**src/sv/mme_pkg.sv**
```systemverilog
// shared types and constants for the matrix multiply engine
`timescale 1ns / 1ps
`default_nettype none

package mme_pkg;

  // default sizing handed down from the top level
  localparam int MAX_DIM_DEF    = 8;
  localparam int ELEM_WIDTH_DEF = 16;

  // fixed field widths
  localparam int OP_W        = 2;
  localparam int IDX_FIELD_W = 3;
  localparam int VAL_W       = 16;
  localparam int OUT_W       = 36;
  localparam int CFG_W       = 4;
  localparam int CFG_IDX_W   = 2;

  // request opcodes
  localparam logic [OP_W-1:0] OP_WRITE_A = 2'd0;
  localparam logic [OP_W-1:0] OP_WRITE_B = 2'd1;
  localparam logic [OP_W-1:0] OP_START   = 2'd2;

  // configuration register indexes
  localparam logic [CFG_IDX_W-1:0] CFG_ROWS  = 2'd0;
  localparam logic [CFG_IDX_W-1:0] CFG_INNER = 2'd1;
  localparam logic [CFG_IDX_W-1:0] CFG_COLS  = 2'd2;

  localparam logic [CFG_W-1:0] DIM_RESET = 4'd8;

  // depth of the queue between front and back
  localparam int Q_DEPTH = 2;

  typedef struct packed {
    logic [OP_W-1:0]        opcode;
    logic [IDX_FIELD_W-1:0] row_index;
    logic [IDX_FIELD_W-1:0] col_index;
    logic signed [VAL_W-1:0] element_value;
  } in_req_t;

  typedef struct packed {
    logic [IDX_FIELD_W-1:0] out_row;
    logic [IDX_FIELD_W-1:0] out_col;
    logic signed [OUT_W-1:0] product_value;
    logic                   last;
  } out_rsp_t;

  typedef struct packed {
    logic [CFG_W-1:0] rows;
    logic [CFG_W-1:0] inner;
    logic [CFG_W-1:0] cols;
  } dims_t;

endpackage

`default_nettype wire

```
**src/sv/mme_ram.sv**
```systemverilog
// generic single-write, single-read ram with registered read data
`timescale 1ns / 1ps
`default_nettype none

module mme_ram #(
  parameter int WIDTH = 16,
  parameter int DEPTH = 64
) (
  input  wire logic                     clk,
  input  wire logic                     we,
  input  wire logic [$clog2(DEPTH)-1:0] waddr,
  input  wire logic [WIDTH-1:0]         wdata,
  input  wire logic [$clog2(DEPTH)-1:0] raddr,
  output logic      [WIDTH-1:0]         rdata
);

  logic [WIDTH-1:0] mem [DEPTH];

  always_ff @(posedge clk) begin
    if (we) begin
      mem[waddr] <= wdata;
    end
    rdata <= mem[raddr];
  end

endmodule

`default_nettype wire

```
**src/sv/mme_front.sv**
```systemverilog
// front end: takes requests, drops the ones that do nothing, queues the rest
`timescale 1ns / 1ps
`default_nettype none

module mme_front #(
  parameter int MAX_DIM = mme_pkg::MAX_DIM_DEF
) (
  input  wire logic             clk,
  input  wire logic             rst_n,
  input  wire logic             in_valid,
  output logic                  in_ready,
  input  wire mme_pkg::in_req_t in_data,
  output logic                  q_valid,
  output mme_pkg::in_req_t      q_data,
  input  wire logic             q_pop
);

  import mme_pkg::*;

  localparam int PTR_W = (Q_DEPTH > 1) ? $clog2(Q_DEPTH) : 1;
  localparam int CNT_W = $clog2(Q_DEPTH + 1);

  in_req_t            q_mem_r [Q_DEPTH];
  logic [PTR_W-1:0]   wptr_r, wptr_nxt;
  logic [PTR_W-1:0]   rptr_r, rptr_nxt;
  logic [CNT_W-1:0]   cnt_r, cnt_nxt;
  logic               in_range;
  logic               keep;
  logic               push;
  logic               pop;

  assign in_ready = (cnt_r != CNT_W'(Q_DEPTH));
  assign q_valid  = (cnt_r != '0);
  assign q_data   = q_mem_r[rptr_r];

  // writes outside the stores and the unused opcode are dropped here
  assign in_range = (32'(in_data.row_index) < MAX_DIM) && (32'(in_data.col_index) < MAX_DIM);
  assign keep     = (in_data.opcode == OP_START) ||
                    (((in_data.opcode == OP_WRITE_A) || (in_data.opcode == OP_WRITE_B)) &&
                     in_range);
  assign push     = in_valid && in_ready && keep;
  assign pop      = q_pop && q_valid;

  always_comb begin
    wptr_nxt = wptr_r;
    rptr_nxt = rptr_r;
    cnt_nxt  = cnt_r;
    if (push) begin
      wptr_nxt = (wptr_r == PTR_W'(Q_DEPTH - 1)) ? '0 : wptr_r + PTR_W'(1);
    end
    if (pop) begin
      rptr_nxt = (rptr_r == PTR_W'(Q_DEPTH - 1)) ? '0 : rptr_r + PTR_W'(1);
    end
    if (push && !pop) begin
      cnt_nxt = cnt_r + CNT_W'(1);
    end else if (pop && !push) begin
      cnt_nxt = cnt_r - CNT_W'(1);
    end
  end

  always_ff @(posedge clk) begin
    if (!rst_n) begin
      wptr_r <= '0;
      rptr_r <= '0;
      cnt_r  <= '0;
    end else begin
      wptr_r <= wptr_nxt;
      rptr_r <= rptr_nxt;
      cnt_r  <= cnt_nxt;
    end
  end

  always_ff @(posedge clk) begin
    if (push) begin
      q_mem_r[wptr_r] <= in_data;
    end
  end

endmodule

`default_nettype wire

```
**src/sv/mme_back.sv**
```systemverilog
// back end: matrix stores, multiply-accumulate sequencer and result register
`timescale 1ns / 1ps
`default_nettype none

module mme_back #(
  parameter int MAX_DIM    = mme_pkg::MAX_DIM_DEF,
  parameter int ELEM_WIDTH = mme_pkg::ELEM_WIDTH_DEF
) (
  input  wire logic             clk,
  input  wire logic             rst_n,
  input  wire mme_pkg::dims_t   dims,
  input  wire logic             q_valid,
  input  wire mme_pkg::in_req_t q_data,
  output logic                  q_pop,
  output logic                  out_valid,
  input  wire logic             out_ready,
  output mme_pkg::out_rsp_t     out_data
);

  import mme_pkg::*;

  localparam int IDX_W  = $clog2(MAX_DIM);
  localparam int DEPTH  = MAX_DIM * MAX_DIM;
  localparam int ADDR_W = $clog2(DEPTH);
  localparam int PROD_W = 2 * ELEM_WIDTH;

  localparam logic [1:0] S_IDLE  = 2'd0;
  localparam logic [1:0] S_WAIT  = 2'd1;
  localparam logic [1:0] S_ISSUE = 2'd2;
  localparam logic [1:0] S_DRAIN = 2'd3;

  // size register to last index: zero counts as one, large values saturate
  function automatic logic [IDX_W-1:0] last_idx(input logic [CFG_W-1:0] v);
    logic [IDX_W-1:0] r;
    if (v == '0) begin
      r = '0;
    end else if (32'(v) > MAX_DIM) begin
      r = IDX_W'(MAX_DIM - 1);
    end else begin
      r = IDX_W'(32'(v) - 1);
    end
    return r;
  endfunction

  logic [1:0]              state_r, state_nxt;
  logic [IDX_W-1:0]        i_r, i_nxt;
  logic [IDX_W-1:0]        k_r, k_nxt;
  logic [IDX_W-1:0]        j_r, j_nxt;
  logic [IDX_W-1:0]        nm1_r, nm1_nxt;
  logic [IDX_W-1:0]        pm1_r, pm1_nxt;
  logic [IDX_W-1:0]        lm1_r, lm1_nxt;

  logic                    p1_valid_r, p1_first_r, p1_last_r;
  logic                    p2_valid_r, p2_first_r, p2_last_r;
  logic signed [PROD_W-1:0] prod_r;
  logic [OUT_W-1:0]        acc_r, acc_nxt;
  logic                    out_valid_r, out_valid_nxt;
  out_rsp_t                out_r;

  logic                    issue;
  logic                    load_out;
  logic                    we_a, we_b;
  logic [ADDR_W-1:0]       waddr;
  logic [ELEM_WIDTH-1:0]   wdata;
  logic [ADDR_W-1:0]       raddr_a, raddr_b;
  logic [ELEM_WIDTH-1:0]   rdata_a, rdata_b;
  logic signed [PROD_W-1:0] prod_nxt;

  assign out_valid = out_valid_r;
  assign out_data  = out_r;

  // stores are written from the queue only while no product is in flight
  assign q_pop = (state_r == S_IDLE) && q_valid;
  assign we_a  = q_pop && (q_data.opcode == OP_WRITE_A);
  assign we_b  = q_pop && (q_data.opcode == OP_WRITE_B);
  assign waddr = ADDR_W'(32'(q_data.row_index) * MAX_DIM + 32'(q_data.col_index));
  assign wdata = ELEM_WIDTH'($unsigned(q_data.element_value));

  assign issue   = (state_r == S_ISSUE);
  assign raddr_a = ADDR_W'(32'(i_r) * MAX_DIM + 32'(j_r));
  assign raddr_b = ADDR_W'(32'(j_r) * MAX_DIM + 32'(k_r));

  mme_ram #(
    .WIDTH (ELEM_WIDTH),
    .DEPTH (DEPTH)
  ) u_ram_a (
    .clk   (clk),
    .we    (we_a),
    .waddr (waddr),
    .wdata (wdata),
    .raddr (raddr_a),
    .rdata (rdata_a)
  );

  mme_ram #(
    .WIDTH (ELEM_WIDTH),
    .DEPTH (DEPTH)
  ) u_ram_b (
    .clk   (clk),
    .we    (we_b),
    .waddr (waddr),
    .wdata (wdata),
    .raddr (raddr_b),
    .rdata (rdata_b)
  );

  assign prod_nxt = $signed(rdata_a) * $signed(rdata_b);
  assign acc_nxt  = (p2_first_r ? '0 : acc_r) + OUT_W'(prod_r);
  assign load_out = p2_valid_r && p2_last_r;

  always_comb begin
    out_valid_nxt = out_valid_r;
    if (load_out) begin
      out_valid_nxt = 1'b1;
    end else if (out_valid_r && out_ready) begin
      out_valid_nxt = 1'b0;
    end
  end

  always_comb begin
    state_nxt = state_r;
    i_nxt     = i_r;
    k_nxt     = k_r;
    j_nxt     = j_r;
    nm1_nxt   = nm1_r;
    pm1_nxt   = pm1_r;
    lm1_nxt   = lm1_r;
    case (state_r)
      S_IDLE: begin
        if (q_pop && (q_data.opcode == OP_START)) begin
          nm1_nxt   = last_idx(dims.rows);
          pm1_nxt   = last_idx(dims.inner);
          lm1_nxt   = last_idx(dims.cols);
          i_nxt     = '0;
          k_nxt     = '0;
          state_nxt = S_WAIT;
        end
      end
      S_WAIT: begin
        // result register is free by the time this entry lands
        if (!out_valid_r || out_ready) begin
          j_nxt     = '0;
          state_nxt = S_ISSUE;
        end
      end
      S_ISSUE: begin
        if (j_r == pm1_r) begin
          state_nxt = S_DRAIN;
        end else begin
          j_nxt = j_r + IDX_W'(1);
        end
      end
      S_DRAIN: begin
        if (load_out) begin
          if (k_r == lm1_r) begin
            k_nxt = '0;
            if (i_r == nm1_r) begin
              state_nxt = S_IDLE;
            end else begin
              i_nxt     = i_r + IDX_W'(1);
              state_nxt = S_WAIT;
            end
          end else begin
            k_nxt     = k_r + IDX_W'(1);
            state_nxt = S_WAIT;
          end
        end
      end
      default: begin
        state_nxt = S_IDLE;
      end
    endcase
  end

  always_ff @(posedge clk) begin
    if (!rst_n) begin
      state_r     <= S_IDLE;
      p1_valid_r  <= 1'b0;
      p2_valid_r  <= 1'b0;
      out_valid_r <= 1'b0;
    end else begin
      state_r     <= state_nxt;
      p1_valid_r  <= issue;
      p2_valid_r  <= p1_valid_r;
      out_valid_r <= out_valid_nxt;
    end
  end

  always_ff @(posedge clk) begin
    i_r        <= i_nxt;
    k_r        <= k_nxt;
    j_r        <= j_nxt;
    nm1_r      <= nm1_nxt;
    pm1_r      <= pm1_nxt;
    lm1_r      <= lm1_nxt;
    p1_first_r <= (j_r == '0);
    p1_last_r  <= (j_r == pm1_r);
    p2_first_r <= p1_first_r;
    p2_last_r  <= p1_last_r;
    prod_r     <= prod_nxt;
    if (p2_valid_r) begin
      acc_r <= acc_nxt;
    end
    if (load_out) begin
      out_r.out_row       <= IDX_FIELD_W'(i_r);
      out_r.out_col       <= IDX_FIELD_W'(k_r);
      out_r.product_value <= acc_nxt;
      out_r.last          <= (i_r == nm1_r) && (k_r == lm1_r);
    end
  end

endmodule

`default_nettype wire

```
**src/sv/matrix_multiply_engine_unit.sv**
```systemverilog
// top level of the fixed-point matrix multiply engine
`timescale 1ns / 1ps
`default_nettype none

// Loads matrix A and matrix B one Q8.8 element per request and, on a start
// request, returns every entry of A times B in row-major order as exact Q20.16,
// with last set on the final entry. Sizes come from the rows, inner and cols
// registers, sampled when the start request reaches the back end.
// Write requests go through a two-entry queue and are taken one per cycle
// while it has room. One multiply-accumulate unit walks the inner dimension
// one term per cycle, behind the registered read of the two element rams,
// with the inner size taken as 1 when zero and as MAX_DIM when larger.
// Entries that were never written read back as whatever the ram holds.
module matrix_multiply_engine_unit #(
  parameter int MAX_DIM    = mme_pkg::MAX_DIM_DEF,
  parameter int ELEM_WIDTH = mme_pkg::ELEM_WIDTH_DEF
) (
  input  wire logic                              clk,
  input  wire logic                              rst_n,
  input  wire logic                              in_valid,
  output logic                                   in_ready,
  input  wire mme_pkg::in_req_t                  in_data,
  output logic                                   out_valid,
  input  wire logic                              out_ready,
  output mme_pkg::out_rsp_t                      out_data,
  input  wire logic                              cfg_we,
  input  wire logic [mme_pkg::CFG_IDX_W-1:0]     cfg_index,
  input  wire logic [mme_pkg::CFG_W-1:0]         cfg_data
);

  import mme_pkg::*;

  dims_t   dims_r, dims_nxt;
  logic    q_valid;
  in_req_t q_data;
  logic    q_pop;

  always_comb begin
    dims_nxt = dims_r;
    if (cfg_we) begin
      case (cfg_index)
        CFG_ROWS:  dims_nxt.rows  = cfg_data;
        CFG_INNER: dims_nxt.inner = cfg_data;
        CFG_COLS:  dims_nxt.cols  = cfg_data;
        default:   dims_nxt = dims_r;
      endcase
    end
  end

  always_ff @(posedge clk) begin
    if (!rst_n) begin
      dims_r.rows  <= DIM_RESET;
      dims_r.inner <= DIM_RESET;
      dims_r.cols  <= DIM_RESET;
    end else begin
      dims_r <= dims_nxt;
    end
  end

  mme_front #(
    .MAX_DIM (MAX_DIM)
  ) u_front (
    .clk      (clk),
    .rst_n    (rst_n),
    .in_valid (in_valid),
    .in_ready (in_ready),
    .in_data  (in_data),
    .q_valid  (q_valid),
    .q_data   (q_data),
    .q_pop    (q_pop)
  );

  mme_back #(
    .MAX_DIM    (MAX_DIM),
    .ELEM_WIDTH (ELEM_WIDTH)
  ) u_back (
    .clk       (clk),
    .rst_n     (rst_n),
    .dims      (dims_r),
    .q_valid   (q_valid),
    .q_data    (q_data),
    .q_pop     (q_pop),
    .out_valid (out_valid),
    .out_ready (out_ready),
    .out_data  (out_data)
  );

endmodule

`default_nettype wire

```
**config.mk**
```make
export PLATFORM = sky130hd
export DESIGN_NAME = matrix_multiply_engine_unit
export DESIGN_NICKNAME = d
export VERILOG_FILES = /design/src/sv/mme_pkg.sv /design/src/sv/mme_ram.sv /design/src/sv/mme_front.sv /design/src/sv/mme_back.sv /design/src/sv/matrix_multiply_engine_unit.sv
export SDC_FILE = /design/constraint.sdc
export NUM_CORES = 2
export LEC_CHECK = 0
export ABC_AREA = 1
export BUFFER_PORTS_ARGS = -buffer_cell sky130_fd_sc_hd__buf_2
export CORE_AREA = 3 3 442 444
export CTS_CLUSTER_DIAMETER = 30
export DETAILED_ROUTE_END_ITERATION = 16
export DIE_AREA = 0 0 445 447
export MAX_ROUTING_LAYER = met4
export PLACE_DENSITY = 0.69
export SYNTH_ARGS = -nofsm -noshare
export SYNTH_HDL_FRONTEND = slang
export SYNTH_SLANG_ARGS = --single-unit
```
**constraint.sdc**
```tcl
create_clock -name clk -period 6.83 [get_ports clk]
set_input_delay 0.683 -clock clk [delete_from_list [all_inputs] [get_ports clk]]
set_output_delay 0.683 -clock clk [all_outputs]
set_load 0.01 [all_outputs]
```
Word-level counts from Yosys, hierarchy flattened. Memory sizes are Yosys's and may differ from the RTL's. A register that Yosys moved wholly into a read port is not among the register bits. Cells that the tools add are included.

Logic and storage cells: 142. Memory bits (writable): 2096. Flip-flop bits (word level): 154. Output and inout bits: 45. Input bits: 35. Memories kept: 3.

Multipliers: 1. Muxes and demuxes: 36. Equal/unequal tests: 20. $add $sub $neg: 14. $lt $le $gt $ge: 3. Reduce and logical (&&, ||, !) cells: 39.

Memories: u_back.u_ram_a.mem (words 64, width 16, read ports 1, clocked after Yosys merged registers in 1, write ports 1, line mme_ram.sv:17) `logic [WIDTH-1:0] mem [DEPTH];`; u_back.u_ram_b.mem (words 64, width 16, read ports 1, clocked after Yosys merged registers in 1, write ports 1, line mme_ram.sv:17); u_front.q_mem_r (words 2, width 24, read ports 1, clocked after Yosys merged registers in 1, write ports 1, line mme_front.sv:23) `in_req_t q_mem_r [Q_DEPTH];`.

Operators by type and width (number): 36-bit adder (1); 36-bit 2-to-1 mux (1); 3-bit 2-to-1 mux (11); 16-bit by 16-bit multiplier with 32-bit output (1); 6-bit by 3-bit adder with 6-bit output (3); 3-bit case mux with 2 select lines (3); 1-bit 2-to-1 mux (14); 4-bit greater-than comparator, second input constant (3); 1-bit logical AND (12); 4-bit logical NOT (3); 2-bit 2-to-1 mux (6); 2-bit equality test, second input constant (5); 2-bit inequality test, second input constant (5); 2-bit nonzero test (5); 3-bit by 1-bit adder with 3-bit output, second input constant (3); 3-bit equality test (3); 3-bit by 1-bit subtractor with 3-bit output, second input constant (3); 2-bit by 1-bit equality test with 1-bit output, second input constant (4); 2-bit logical NOT (4); 2-bit case mux with 4 select lines (1); 2-bit AND reduction (4); 2-bit by 1-bit inequality test with 1-bit output, second input constant (3); 3-bit AND reduction (2); 5-bit AND reduction (1); 7 further kinds (12).

Depth between registers and ports, before layout.
Word-level depth: 8. Mapped depth: 26. Depth with buffers taken out: 24.

Cells and area by module. Synthesis repeated with hierarchy kept, for this count alone.

Cells, all modules: 9576. Area total of the unflattened synthesis: 104993.2 µm².

Modules (own cells, without submodules): mme_ram (cells each 3517, area each 42099.1 µm², seq. area each 31069.8 µm², times used 2); mme_back (cells each 2354, area each 18191.2 µm², seq. area each 3733.6 µm², times used 1); mme_front (cells each 114, area each 2095.8 µm², seq. area each 1541.5 µm², times used 1); matrix_multiply_engine_unit (cells each 74, area each 508.0 µm², seq. area each 240.2 µm², times used 1).

Least setup slack after synthesis. No wires, ideal clock.

Path kind: register -> register. Start: reg u_back.u_ram_b.rdata[6], read port of u_back.u_ram_b.mem. End: reg u_back.prod_r[31]. Arrival: 5.327 ns. Required time: 6.718 ns. Buffers on the path: 2. Path slack: 1.391 ns. Stages on the path, launching flop included: 25. Cell sequence: dfxtp_1 -> clkbuf_1 -> clkbuf_1 -> nand2_1 -> fa_1 -> inv_1 -> fa_1 -> inv_1 -> fa_1 -> fa_1 -> inv_1 -> fa_1 -> inv_1 -> fa_1 -> inv_1 -> ha_1 -> nand2_1 -> nor2_1 -> nand2_1 -> nor3_1 -> nand2_1 -> nand3_1 -> inv_1 -> nand2_1 -> nand2_1.

Longest elaborated chain between the ends: 1.

Ends and longest elaborated chain: start: declaration (line mme_ram.sv:14) `output logic [WIDTH-1:0] rdata`; 16-bit by 16-bit multiplier with 32-bit output (line mme_back.sv:107) `assign prod_nxt = $signed(rdata_a) * $signed(rdata_b);`; via u_back.prod_nxt[31] (line mme_back.sv:67) `logic signed [PROD_W-1:0] prod_nxt;`; end signal: assignment (line mme_back.sv:200) `prod_r <= prod_nxt;`; end: declaration (line mme_back.sv:55) `logic signed [PROD_W-1:0] prod_r;`.

The timed path passes the listed nets, and every way through them passes these cells. A chain may end at the register's enable or synchronous reset.

Worst setup path after layout.
Start: reg u_back.u_ram_a.rdata[15], read port of u_back.u_ram_a.mem. End: reg u_back.prod_r[31].

Longest elaborated chain between the ends: 1.

Ends and longest elaborated chain (line): start: declaration (mme_ram.sv:14); 16-bit by 16-bit multiplier with 32-bit output (mme_back.sv:107); via u_back.prod_nxt[31] (mme_back.sv:67).

The timed path passes the listed nets, and every way through them passes these cells.

==> results.cfg <==
[run_status]
status = completed

[final_layout]
final_common_cell = nand2_1
areaGrowthSynthToFinish_pct = 17.3
layout_common_cells = 3158 x nand2_1, 2193 x edfxtp_1, 1897 x nand3_1
layout-drive-gt1-share = 0.102
final_nets = 10200

[die]
dieArea_um2 = 199000
ios = 80
num_rows = 161
initial_core_util = 0.539
die_y_um = 447
die_x_um = 445
coreArea_um2 = 192000

[timing]
slew_headroom = 0.132
post-route-period-util = 0.877
worst_pin_slew_ns = 1.30
fin_tns_setup_ns = 0
rsz0062_at_grt = false
final_max_slew_viol_count = 0
fmax_mhz = 167
setup_violations = 0
skew_ns = 0.0962
hold_viol = 0
period_needed_ns = 5.99

[critical_path]
path_delay_family = adder cells
worstSetupPathType = flop to flop
cp.arrival_ns = 6.76
critical_path_buf_inv_count = 6
rr_worst_depth = 22
cp-start-kind = flop
cp_slowest_cell = fa_1
path_cells = nand2_1 > inv_1 > fa_1 > fa_1 > inv_1 > fa_1 > fa_1 > inv_1 > fa_1 > inv_1 > fa_1 > inv_1 > ha_1 > nand2_1 > nor2_1 > nand2_1 > nor3_1 > nand2_1 > nand3_1 > inv_1 > nand2_1 > nand2_1
r2r_start = u_back.u_ram_a.rdata[15]
cp-end-kind = flop
slowest_delay_ns = 0.80
r2r_slack_ns = 0.84
cp_max_fo = 16
rr_endpoint = u_back.prod_r[31]
crit_required_ns = 7.60

[min_path]
min_to = dims_r[3]
holdPathStages = 3
min_from = cfg_index[1]
hp-class = primary input to flop

[place]
gp_congestion = 0.931
hpwl_um = 161000
io_buffers = 79

[clock_tree]
postCtsSetupBuffers = 0
postCtsResizedCells = 0
cts_tree = done
clk-insertion-delay-late_ns = 0.97
cts.clk_slew.worst_paths_ns = 0.06
cts_buffer_depth = 4
htreeDepth = 5
root_buffer = clkbuf_16
cts_buffers = 436
cts_sinks = 2283

[synth]
synth.avg_cell_area_um2 = 10.9
syn_area_um2 = 103000
ys_seq_elements = 2283
synth.distinct_cells = 34
yosysWarnings = 0
synthesis.instances = 9517
yosysSeqAreaShare = 0.654
syn_nets = 9945

[detailed_routing]
post_drt_wl_per_cell_um = 22.2
highest_layer = met4
routed_wirelength_um = 280000
dr.first_iter.drc_count = 8549
via_per_inst = 5.69
drtAntennaViolNets = 0
vias = 71900
wl_met2_um = 136000
drc_errors = 0
wl_met3_um = 24100
drt-met1-wl_um = 108000
dr.pass1.iters = 7

[grt]
grtUsageTotal = 0.288
overflow = 0
grt_pass1_vias = 71100
antenna_found_initial = 6
grt_pass1_wl_um = 424000
grt_max_degree = 208

[flow_run]
maxCapViolCount = 0
[per-layer routing]
metal,vias to the layer above,track usage
met5,-,-
met4,0,0.126
met3,665,0.0496
met2,3417,0.463
met1,35000,0.364
li1,32800,-
[cell type report]
type                            instances  area, µm²
Antenna cell                           10       25.0
Clock buffer                          490      11200
Clock inverter                        308       3090
Fill cell                           14500      70700
Inverter                              673       2560
Multi-Input combinational cell       6038      31300
Sequential cell                      2283      67700
Tap cell                             2526       3160
Timing Repair Buffer                  293       2250
[metrics by stage]
step / utilization / setup slack, ns / hold slack [ns] / instance area [µm²] / cells
2_1_floorplan: - / 1.39 / 0.310 / 103000 / 9517
3_3_place_gp: 0.556 / 0.799 / 0.311 / 107000 / 11800
3_5_place_dp: 0.556 / 0.867 / 0.315 / 107000 / 11800
4_1_cts: 0.631 / 0.815 / 0.00170 / 121000 / 12600
5_1_grt: 0.632 / 0.348 / 0.0379 / 121000 / 12600
6_report: 0.632 / 0.837 / 0.0482 / 121000 / 12600
[tightest hold or removal path: stages]
cell and delay (ns):
buf_2 0.11, nand4_1 0.09, nand3_1 0.08
[cell usage after synthesis]
cell,instances,share of area
o21ai_1,2,0.000097
dfxtp_1,90,0.017
clkbuf_1,331,0.012
nor2_1,301,0.011
a21boi_0,3,0.00022
inv_1,666,0.024
o21a_1,1,0.000073
nand3b_1,2,0.00015
nor3_1,21,0.0010
nor2_4,6,0.00065
nand4_1,20,0.0012
xnor2_1,16,0.0014
buf_1,84,0.0030
a21o_1,2,0.00015
ha_1,130,0.016
o21ai_2,2,0.00017
edfxtp_1,2193,0.64
o21ai_0,57,0.0028
xor2_1,33,0.0028
fa_1,263,0.051
o21bai_1,9,0.00065
nand3_1,1898,0.092
nor2_2,5,0.00030
or2_0,3,0.00018
nand2_1,3174,0.12
or2_1,2,0.00012
or2_2,7,0.00042
a31oi_1,1,0.000061
and3_1,1,0.000061
buf_2,108,0.0052
a21oi_1,76,0.0037
inv_2,7,0.00025
nor4_1,1,0.000061
o211ai_1,2,0.00015
[logic make-up (layout without fill, tap and decap cells)]
group	count (synthesis)	in the layout	share of synthesized area
simple gates	5441	5441	0.222
compound gates	155	155	0.00800
xor+xnor	49	49	0.00415
buf+inv	1196	1764	0.0447
flops	2283	2283	0.654
other cells	0	10	0
fa+ha+maj	393	393	0.0666
[how the worst max path moves through the flow]
stage	start	end	slack [ns]	depth (start not counted)
after floorplan	u_back.u_ram_b.rdata[6]	u_back.prod_r[31]	1.39	24
after global placement	u_back.u_ram_b.rdata[4]	u_back.prod_r[31]	0.80	22
after detailed placement	u_back.u_ram_b.rdata[4]	u_back.prod_r[31]	0.87	22
after CTS	u_back.u_ram_b.rdata[4]	u_back.prod_r[31]	0.81	22
after global routing	u_back.u_ram_b.rdata[4]	u_back.prod_r[31]	0.35	22
final	u_back.u_ram_a.rdata[15]	u_back.prod_r[31]	0.84	22
[state kept, by name, indices dropped and copies added, names as in the netlist, 3 cells and up, named ones only]
| register | cells |
|---|---|
| u_back.u_ram_a.mem | 1024 |
| u_back.u_ram_b.mem | 1024 |
| u_front.q_mem_r | 48 |
| u_back.out_data | 43 |
| u_back.acc_r | 36 |
| u_back.prod_r | 32 |
| u_back.u_ram_a.rdata | 16 |
| u_back.u_ram_b.rdata | 16 |
| dims_r | 12 |
| u_back.i_r | 3 |
| u_back.j_r | 3 |
| u_back.k_r | 3 |
| u_back.lm1_r | 3 |
| u_back.nm1_r | 3 |
| u_back.pm1_r | 3 |
[timing repair]
| item | 4_1_cts | 5_1_grt |
|---|---|---|
| hold buffers | 26 | 0 |
| setup endpoints to repair | 0 | 0 |
| hold endpoints to repair | 51 | 0 |
Power is left out: the tool's default activity adds up to more than one toggle a clock period on the data nets, which glitch-free logic cannot reach.
